<file path="src/rtl/core/ptd_pkg.sv">
`default_nettype none
package ptd_pkg;

  localparam int TASK_SLOTS = 8;
  localparam int SLOT_W = (TASK_SLOTS > 1) ? $clog2(TASK_SLOTS) : 1;

  localparam logic [2:0] REQ_TICK    = 3'd0;
  localparam logic [2:0] REQ_CREATE  = 3'd1;
  localparam logic [2:0] REQ_SUSPEND = 3'd2;
  localparam logic [2:0] REQ_RESUME  = 3'd3;
  localparam logic [2:0] REQ_DELETE  = 3'd4;

  localparam logic [1:0] STATUS_OK      = 2'd0;
  localparam logic [1:0] STATUS_NULL    = 2'd1;
  localparam logic [1:0] STATUS_NO_SLOT = 2'd2;

  typedef enum logic [1:0] {
    ST_IDLE,
    ST_TICK,
    ST_CREATE,
    ST_DONE
  } state_t;

  typedef struct packed {
    logic        occupied;
    logic        ready;
    logic [15:0] period;
    logic [15:0] countdown;
  } slot_entry_t;

  typedef struct packed {
    logic              en;
    logic [SLOT_W-1:0] idx;
    slot_entry_t       entry;
  } slot_wr_t;

endpackage
`default_nettype wire

</file>
<file path="src/rtl/core/ptd_slot_table.sv">
`default_nettype none
module ptd_slot_table (
  input  wire logic                      clk,
  input  wire logic                      rst_n,
  input  wire logic [ptd_pkg::SLOT_W-1:0] rd_idx,
  output ptd_pkg::slot_entry_t           rd_entry,
  input  wire ptd_pkg::slot_wr_t         wr
);

  ptd_pkg::slot_entry_t tbl_r [ptd_pkg::TASK_SLOTS];

  always_ff @(posedge clk) begin
    if (!rst_n) begin
      for (int i = 0; i < ptd_pkg::TASK_SLOTS; i++) begin
        tbl_r[i] <= '0;
      end
    end else if (wr.en) begin
      tbl_r[wr.idx] <= wr.entry;
    end
  end

  assign rd_entry = tbl_r[rd_idx];

endmodule
`default_nettype wire

</file>
<file path="src/rtl/core/periodic_task_dispatcher.sv">
`default_nettype none
// Periodic task dispatcher: a table of task slots serviced one request at a
// time. A tick walks every slot through one shared 16-bit decrement and zero
// check, one slot per cycle while no firing waits on a stalled output word,
// with in_stall high from the accept until the final word is pushed.
// A create searches upward from the requested slot, one slot per cycle, up
// to the last slot; suspend, resume, delete and unknown requests go straight
// to completion. Any request takes longer while out_stall holds back one of
// its output words. Each fired slot of a tick is one output word in slot
// order, the final word of every request carries out_last, and a tick with
// nothing due gives one word with out_fired clear. The slot table is cleared
// by reset, with no clearing pass.
module periodic_task_dispatcher (
  input  wire logic        clk,
  input  wire logic        rst_n,
  input  wire logic        in_valid,
  output logic             in_stall,
  input  wire logic [2:0]  in_req_type,
  input  wire logic [2:0]  in_task_slot,
  input  wire logic [15:0] in_period,
  input  wire logic [15:0] in_first_delay,
  input  wire logic        in_start_ready,
  input  wire logic        in_handler_present,
  output logic             out_valid,
  input  wire logic        out_stall,
  output logic             out_fired,
  output logic [2:0]       out_task_index,
  output logic [1:0]       out_status,
  output logic             out_last
);

  localparam logic [ptd_pkg::SLOT_W-1:0] LAST_SLOT =
    ptd_pkg::SLOT_W'(ptd_pkg::TASK_SLOTS - 1);

  ptd_pkg::state_t state_r, state_nxt;
  logic [ptd_pkg::SLOT_W-1:0] idx_r, idx_nxt;
  logic        pend_valid_r, pend_valid_nxt;
  logic [2:0]  pend_idx_r, pend_idx_nxt;
  logic        fin_fired_r, fin_fired_nxt;
  logic [2:0]  fin_idx_r, fin_idx_nxt;
  logic [1:0]  fin_status_r, fin_status_nxt;
  logic [2:0]  slot_r, slot_nxt;
  logic [15:0] period_r, period_nxt;
  logic [15:0] delay_r, delay_nxt;
  logic        ready_r, ready_nxt;

  logic        out_valid_r;
  logic        out_fired_r;
  logic [2:0]  out_task_index_r;
  logic [1:0]  out_status_r;
  logic        out_last_r;

  logic        push;
  logic        push_fired;
  logic [2:0]  push_idx;
  logic [1:0]  push_status;
  logic        push_last;

  logic        in_accept;
  logic        out_free;
  logic        slot_in_range;
  logic        active;
  logic        due;
  logic [15:0] dec_opnd;
  logic [15:0] dec_res;

  logic [ptd_pkg::SLOT_W-1:0] rd_idx;
  ptd_pkg::slot_entry_t       rd_entry;
  ptd_pkg::slot_wr_t          wr;

  ptd_slot_table u_table (
    .clk      (clk),
    .rst_n    (rst_n),
    .rd_idx   (rd_idx),
    .rd_entry (rd_entry),
    .wr       (wr)
  );

  assign in_stall      = (state_r != ptd_pkg::ST_IDLE);
  assign in_accept     = in_valid && !in_stall;
  assign out_free      = !out_valid_r || !out_stall;
  assign slot_in_range = (32'(in_task_slot) < ptd_pkg::TASK_SLOTS);
  assign rd_idx        = (state_r == ptd_pkg::ST_IDLE) ?
                         ptd_pkg::SLOT_W'(in_task_slot) : idx_r;

  // Shared decrement: reload from period on a due slot, else count down.
  assign active   = rd_entry.occupied && rd_entry.ready;
  assign due      = (rd_entry.countdown == 16'd0);
  assign dec_opnd = due ? rd_entry.period : rd_entry.countdown;
  assign dec_res  = dec_opnd - 16'd1;

  always_ff @(posedge clk) begin
    if (!rst_n) begin
      state_r      <= ptd_pkg::ST_IDLE;
      pend_valid_r <= 1'b0;
    end else begin
      state_r      <= state_nxt;
      pend_valid_r <= pend_valid_nxt;
    end
  end

  always_ff @(posedge clk) begin
    idx_r        <= idx_nxt;
    pend_idx_r   <= pend_idx_nxt;
    fin_fired_r  <= fin_fired_nxt;
    fin_idx_r    <= fin_idx_nxt;
    fin_status_r <= fin_status_nxt;
    slot_r       <= slot_nxt;
    period_r     <= period_nxt;
    delay_r      <= delay_nxt;
    ready_r      <= ready_nxt;
  end

  always_comb begin
    state_nxt      = state_r;
    idx_nxt        = idx_r;
    pend_valid_nxt = pend_valid_r;
    pend_idx_nxt   = pend_idx_r;
    fin_fired_nxt  = fin_fired_r;
    fin_idx_nxt    = fin_idx_r;
    fin_status_nxt = fin_status_r;
    slot_nxt       = slot_r;
    period_nxt     = period_r;
    delay_nxt      = delay_r;
    ready_nxt      = ready_r;
    wr             = '0;
    push           = 1'b0;
    push_fired     = 1'b0;
    push_idx       = 3'd0;
    push_status    = ptd_pkg::STATUS_OK;
    push_last      = 1'b0;

    case (state_r)
      ptd_pkg::ST_IDLE: begin
        if (in_accept) begin
          slot_nxt       = in_task_slot;
          period_nxt     = in_period;
          delay_nxt      = in_first_delay;
          ready_nxt      = in_start_ready;
          fin_fired_nxt  = 1'b0;
          fin_idx_nxt    = in_task_slot;
          fin_status_nxt = ptd_pkg::STATUS_OK;
          state_nxt      = ptd_pkg::ST_DONE;
          case (in_req_type)
            ptd_pkg::REQ_TICK: begin
              idx_nxt        = '0;
              pend_valid_nxt = 1'b0;
              state_nxt      = ptd_pkg::ST_TICK;
            end
            ptd_pkg::REQ_CREATE: begin
              if (!in_handler_present) begin
                fin_status_nxt = ptd_pkg::STATUS_NULL;
              end else if (!slot_in_range) begin
                fin_status_nxt = ptd_pkg::STATUS_NO_SLOT;
              end else begin
                idx_nxt   = ptd_pkg::SLOT_W'(in_task_slot);
                state_nxt = ptd_pkg::ST_CREATE;
              end
            end
            ptd_pkg::REQ_SUSPEND, ptd_pkg::REQ_RESUME: begin
              wr.en          = slot_in_range;
              wr.idx         = ptd_pkg::SLOT_W'(in_task_slot);
              wr.entry       = rd_entry;
              wr.entry.ready = (in_req_type == ptd_pkg::REQ_RESUME);
            end
            ptd_pkg::REQ_DELETE: begin
              wr.en    = slot_in_range;
              wr.idx   = ptd_pkg::SLOT_W'(in_task_slot);
              wr.entry = '0;
            end
            default: begin
              fin_idx_nxt = 3'd0;
            end
          endcase
        end
      end

      ptd_pkg::ST_TICK: begin
        // Hold the walk when a second firing finds the output word still taken.
        if (!(active && due && pend_valid_r && !out_free)) begin
          wr.en              = active;
          wr.idx             = idx_r;
          wr.entry           = rd_entry;
          wr.entry.countdown = dec_res;
          if (active && due) begin
            push           = pend_valid_r;
            push_fired     = 1'b1;
            push_idx       = pend_idx_r;
            pend_valid_nxt = 1'b1;
            pend_idx_nxt   = 3'(idx_r);
          end
          if (idx_r == LAST_SLOT) begin
            fin_fired_nxt  = pend_valid_nxt;
            fin_idx_nxt    = pend_valid_nxt ? pend_idx_nxt : 3'd0;
            fin_status_nxt = ptd_pkg::STATUS_OK;
            pend_valid_nxt = 1'b0;
            state_nxt      = ptd_pkg::ST_DONE;
          end else begin
            idx_nxt = idx_r + 1'b1;
          end
        end
      end

      ptd_pkg::ST_CREATE: begin
        if (!rd_entry.occupied) begin
          wr.en                = 1'b1;
          wr.idx               = idx_r;
          wr.entry.occupied    = 1'b1;
          wr.entry.ready       = ready_r;
          wr.entry.period      = period_r;
          wr.entry.countdown   = delay_r;
          fin_idx_nxt          = 3'(idx_r);
          fin_status_nxt       = ptd_pkg::STATUS_OK;
          state_nxt            = ptd_pkg::ST_DONE;
        end else if (idx_r == LAST_SLOT) begin
          fin_idx_nxt    = slot_r;
          fin_status_nxt = ptd_pkg::STATUS_NO_SLOT;
          state_nxt      = ptd_pkg::ST_DONE;
        end else begin
          idx_nxt = idx_r + 1'b1;
        end
      end

      ptd_pkg::ST_DONE: begin
        if (out_free) begin
          push        = 1'b1;
          push_fired  = fin_fired_r;
          push_idx    = fin_idx_r;
          push_status = fin_status_r;
          push_last   = 1'b1;
          state_nxt   = ptd_pkg::ST_IDLE;
        end
      end

      default: begin
        state_nxt = ptd_pkg::ST_IDLE;
      end
    endcase
  end

  always_ff @(posedge clk) begin
    if (!rst_n) begin
      out_valid_r <= 1'b0;
    end else if (push) begin
      out_valid_r <= 1'b1;
    end else if (!out_stall) begin
      out_valid_r <= 1'b0;
    end
  end

  always_ff @(posedge clk) begin
    if (push) begin
      out_fired_r      <= push_fired;
      out_task_index_r <= push_idx;
      out_status_r     <= push_status;
      out_last_r       <= push_last;
    end
  end

  assign out_valid      = out_valid_r;
  assign out_fired      = out_fired_r;
  assign out_task_index = out_task_index_r;
  assign out_status     = out_status_r;
  assign out_last       = out_last_r;

  a_push_room: assert property (@(posedge clk) disable iff (!rst_n)
    push |-> out_free)
    else $error("output word overwritten while stalled");

  a_pend_in_tick: assert property (@(posedge clk) disable iff (!rst_n)
    pend_valid_r |-> (state_r == ptd_pkg::ST_TICK))
    else $error("pending firing outside a tick walk");

  a_fired_ok: assert property (@(posedge clk) disable iff (!rst_n)
    (out_valid_r && out_fired_r) |-> (out_status_r == ptd_pkg::STATUS_OK))
    else $error("fired word with error status");

  a_single_done: assert property (@(posedge clk) disable iff (!rst_n)
    (in_accept && in_req_type != ptd_pkg::REQ_TICK &&
     in_req_type != ptd_pkg::REQ_CREATE) |=> (state_r == ptd_pkg::ST_DONE))
    else $error("table request did not go straight to completion");

endmodule
`default_nettype wire
</file>
<file path="config.mk">
export PLATFORM = sky130hd
export DESIGN_NAME = periodic_task_dispatcher
export DESIGN_NICKNAME = d
export VERILOG_FILES = /design/src/rtl/core/ptd_pkg.sv /design/src/rtl/core/ptd_slot_table.sv /design/src/rtl/core/periodic_task_dispatcher.sv
export SDC_FILE = /design/constraint.sdc
export NUM_CORES = 1
export LEC_CHECK = 0
export CORE_AREA = 5 5 186 188
export CTS_CLUSTER_SIZE = 12
export DETAILED_ROUTE_END_ITERATION = 8
export DIE_AREA = 0 0 191 193
export DONT_BUFFER_PORTS = 1
export PLACE_DENSITY = 0.69
export RECOVER_POWER = 50
export SLEW_MARGIN = 25
export SYNTH_ARGS = -nofsm -noshare
export SYNTH_HDL_FRONTEND = slang
export SYNTH_SLANG_ARGS = --single-unit
</file>
<file path="constraint.sdc">
create_clock -name clk -period 8.17 [get_ports clk]
set_clock_uncertainty 0.1 [all_clocks]
set_input_delay 2.0425 -clock clk [delete_from_list [all_inputs] [get_ports clk]]
set_output_delay 2.0425 -clock clk [all_outputs]
set_load 0.005 [all_outputs]
</file>
# Word level (Yosys, flattened, before mapping)
# Memories as Yosys holds them, arrays and structs flattened.
# Cells that the tools add are included.
[totals]
latchBits = 0
in_bits = 44
rom_bits = 0
reg_bits = 59
memories = 1
out_inout_bits = 9
elab_cells = 137
ramBits = 272
[memory_table]
columns = ["memory", "depth", "width", "read_ports", "rd_ports_with_merged_regs", "write_ports", "line", "source"]
rows = [
  ["u_table.tbl_r", 8, 34, 1, 0, 8, "ptd_slot_table.sv:10", "ptd_pkg::slot_entry_t tbl_r [ptd_pkg::TASK_SLOTS];"],
]
[op_classes]
eq_ne = 18
div = 0
add_sub_neg = 2
n_reduce_logical = 27
shifts = 0
multipliers = 0
muxes = 72
magnitude_cmp = 0
bitwise = 1
[op_table]
columns = ["op", "n"]
rows = [
  ["$mux 38", 3],
  ["$pmux 38 s3", 1],
  ["$pmux 38 s2", 1],
  ["$mux 3", 18],
  ["$mux 34", 1],
  ["$reduce_or 34->1", 1],
  ["$mux 1", 26],
  ["$mux 2", 10],
  ["$pmux 3 s3", 2],
  ["$logic_not 16->1", 1],
  ["$mux 16", 1],
  ["$sub 16x1->16 const B", 1],
  ["$pmux 3 s2", 2],
  ["$ne 2x2->1 const B", 5],
  ["$pmux 1 s2", 4],
  ["$pmux 2 s4", 1],
  ["$reduce_and 4->1", 2],
  ["$eq 3x2->1 const B", 2],
  ["$eq 3x3->1 const B", 2],
  ["$ne 3x3->1 const B", 2],
  ["$pmux 2 s3", 1],
  ["$reduce_and 2->1", 3],
  ["$reduce_and 6->1", 1],
  ["$logic_and 1x1->1", 5],
  ["18 further kinds", 24],
]

# Logic depth before layout (Yosys ltp)
# An unclocked memory read counts as a cell.
[logic_depth]
depth_word = 14
mapped_depth = 20
mapped_depth_nobuf = 16

# By module
# A second synthesis with hierarchy kept.
[hier_totals]
cells_unflattened = 1140
hier_area_um2 = 15788.9
[by_module_without_submodules]
columns = ["module", "seq_area_each_um2", "area_each_um2", "cells_each", "instances"]
rows = [
  ["ptd_slot_table", 8167.8, 12131.6, 776, 1],
  ["periodic_task_dispatcher", 1731.7, 3657.3, 364, 1],
]

# Worst setup path before layout
# Ideal clock, no wire load.
[synth_timing]
path_kind = "input-to-reg"
from = "input in_task_slot[0]"
to = "memory u_table.tbl_r[5][0] (netlist name) (enable)"
required_time_ns = 7.579
stages = 16
setup_time_ns = 0.491
t_arrival_ns = 5.319
path_buffers = 6
slack_ns = 2.261
cell_sequence = "buf_4 mux2_2 buf_6 buf_6 nand2_1 nand3_1 nand4_1 nor3b_2 nand4_4 o311a_1 o311a_1 buf_2 or4b_1 buf_2 buf_4 nand2_1"
[synth_rtl]
columns = ["item", "line", "source"]
rows = [
  ["start, declared", "periodic_task_dispatcher.sv:19", "input wire logic [2:0] in_task_slot,"],
  ["end, declared", "ptd_slot_table.sv:10", ""],
]

==> impl_metrics.tcl <==
set metrics [dict create \
    synth_top_cells_by_area "edfxtp_1 (61%), nand2_1 (5.7%), nor2_1 (5.1%)" \
    post-synth-top-area-fraction_pct 60.7 \
    gpl.final_weighted_congestion 0.924 \
    synth_area_leader_cell "edfxtp_1" \
    placedInstanceArea_um2 16500 \
    floorplan.initialDensity_pct 49.1 \
    worst-endpoint-required_ns 8.28 \
    dieWidth_um 191 \
    finalInstanceArea_um2 17600 \
    crit_end_category "flop" \
    hold_viol 0 \
    cts_buffer_depth 3 \
    violations_in_the_final_reports "max-capacitance violations, max-slew violations" \
    max-slew-margin-rel_pct -60.1 \
    post_synthesis_cell_area_um2 16200 \
    vias_per_cell 6.15 \
    synth-main-ff-cell "edfxtp_1" \
    antenna_diode_count 0 \
    core_area_um2 32900 \
    pin_count 53 \
    globalRouteOverflowTotal 0 \
    crit_type "input pin to flop" \
    maxClockFrequency_mhz 140 \
    die_area_um2 36900 \
    drv.max_cap_violation_count 2 \
    synthesis.area_per_instance_um2 11.2 \
    synth.net_count 1493 \
    powerDensity_nw_per_um2 366 \
    worstMarginPinSlew_ns 2.40 \
    first_global_vias 11570 \
    detail_route.first_pass.iterations 5 \
    setup-tns-final_ns 0 \
    synthesis.yosys.warnings 0 \
    setup_viol_count_final 0 \
    final_common_cell "edfxtp_1" \
    drtAntennaViolNets 0 \
    post_route_cells_drive_above_1_share_pct 9.08 \
    grt_pass1_wl_mm 68.9 \
    timing.critical_path.from_type "input pin" \
    cts_hold_buf 0 \
    ys_ff_latch 331 \
    total_wirelength_of_the_detailed_routed_design_mm 45.3 \
    clk_root_buffer_cell "clkbuf_16" \
    row_count 67 \
    cts_tree "yes" \
    clk_pin_slew_worst_paths_ns 0.06 \
    peak_supply_drop_mv 0.220 \
    min_period_ns 7.13 \
    area_growth_syn_to_layout_pct 8.85 \
    grt_use_total_pct 24.5 \
    synth_cell_types 90 \
    cts.htree.levels 2 \
    post_synth_inst_count 1441 \
    layout_common_cells "edfxtp_1 (327), nand2_1 (238), nor2_1 (219)" \
    ys_async_sr_fraction_pct 0 \
    dp_hpwl_mm 28.2 \
    timing.hold.worst.start "fin_idx_r[2]" \
    starting_drc_count_in_detailed_routing 1391 \
    timing.hold.worst.class "flop to flop" \
    grt_start_max_net_pins 67 \
    nets 1472 \
    detail_route.drc_violations 0 \
    final_max_slew_viol_count 96 \
    sinks_on_the_clock_net 331 \
    worstSetupStartpoint "in_task_slot[1]" \
    dr_total_vias 11637 \
    cts.repair_timing.setup_buffer_count 0 \
    status "complete, but fails checks" \
    grt_setup_unrepaired "false" \
    timing.critical_path.fanout_max 56 \
    wl_per_cell_um 24.0 \
    cts_repair_resizes 0 \
    leakage_nw 5.97 \
    grt_antenna_before_repair 1 \
    clock_insertion_delay_worst_skew_ns 0.53 \
    p_total_mw 6.44 \
    die-height_um 193 \
    number_of_buffers_added_by_the_clock_tree_synthesis_step 37 \
    synth-seq-area-share_pct 61.2 \
    r2r-start "state_r[0]" \
    synth_enable_flop_cells 327 \
    timing.final.crit_share_pct 87.2 \
    number_of_input_and_output_port_buffers_inserted 0 \
    worst_ep_arrival_time_ns 7.23 \
]
synth_stat cells, types with 4 or more instances:
cell and instances:
and2_1 9, buf_4 17, buf_2 39, mux2i_1 38
a32oi_1 11, nand2_1 244, a222oi_1 4, mux4_2 11
o21ai_0 29, a21oi_1 47, buf_1 4, dfxtp_1 4
o211ai_1 4, a211oi_1 4, a21o_1 30, nor3_1 41
buf_6 12, mux2_2 5, a32o_1 7, nor4_1 4
nor2_1 218, and4_1 5, a22oi_1 5, nand4_1 27
a22o_1 6, and3_1 8, a31oi_1 13, nand3_1 88
edfxtp_1 327, clkbuf_1 19, nor2b_1 30, o22ai_1 4
nand3b_1 4, inv_1 27, nand4_2 4, o21ai_1 7
ha_1 8
final cells by class:
cell class                 count  area [um2]
multi-input combinational    987        5630
tap                          448         561
inverter                      29         109
sequential                   331        9900
clock inverter                16         150
timing repair buffer          34         275
clock buffer                  46         981
fill                        2829       15300
final timing paths:
path,endpoint,slack [ns],cells past startpoint
setup / recovery,u_table.tbl_r[6][15],1.04,11
hold / removal,out_task_index[2],0.45,1
setup reg to reg,u_table.tbl_r[6][15],1.25,14
hold reg to reg,out_task_index[2],0.45,1
routing by layer:
metal | vias to the layer above | part of all wire [%] | global-route usage, %
met5 | - | 0.029 | 0.133
met4 | 2 | 3.6 | 8.70
met3 | 112 | 9.0 | 4.63
met2 | 603 | 48 | 41.0
met1 | 5691 | 39 | 32.3
li1 | 5229 | - | -
power by group:
part | switching [mW] | total (mW) | internal, mW
sequential | 0.110 | 2.22 | 2.11
clock | 0.659 | 1.57 | 0.916
combinational | 1.88 | 2.65 | 0.770
total | 2.64 | 6.44 | 3.79
sequential cells by signal, indices dropped and copies added, names as in the netlist:
signal,flops
fin_idx_r,3
out_status,2
idx_r,3
out_fired,1
slot_r,3
out_task_index,3
fin_fired_r,1
ready_r,1
delay_r,16
u_table.tbl_r,272
pend_valid_r,1
pend_idx_r,3
fin_status_r,2
out_valid,1
period_r,16
out_last,1
state_r,2
worst max-delay path: stages:
cell and delay (ns):
mux2_1 1.74, mux2i_1 0.27, mux2_2 0.39, o21ai_2 0.27, nand4_1 0.23, o21ai_4 0.18
inv_1 0.45, a21oi_2 0.51, nand3_2 0.12, nand2_1 0.60, buf_4 0.39
cells by family (layout without fill, tap and decap cells):
kind of cell	Yosys count	in the layout	share of synthesized area, %
simple gates	705	705	19.9
flops	331	331	61.2
compound gates	212	212	9.22
buf+inv	123	125	4.22
mux	59	59	4.72
fa+ha+maj	8	8	0.619
xor+xnor	3	3	0.162
metrics by stage:
step / setup slack, ns / hold WS [ns] / utilization (%) / cells
2_1_floorplan: 2.26 / 0.396 / - / 1441
6_report: 1.04 / 0.454 / 53.4 / 1891
4_1_cts: 1.85 / 0.460 / 53.5 / 1889
5_1_grt: 0.733 / 0.474 / 53.4 / 1891
3_5_place_dp: 1.30 / 0.450 / 50.1 / 1827
3_3_place_gp: 1.40 / 0.437 / 50.0 / 1827
Note: power is estimated with default switching activity, not from simulation.
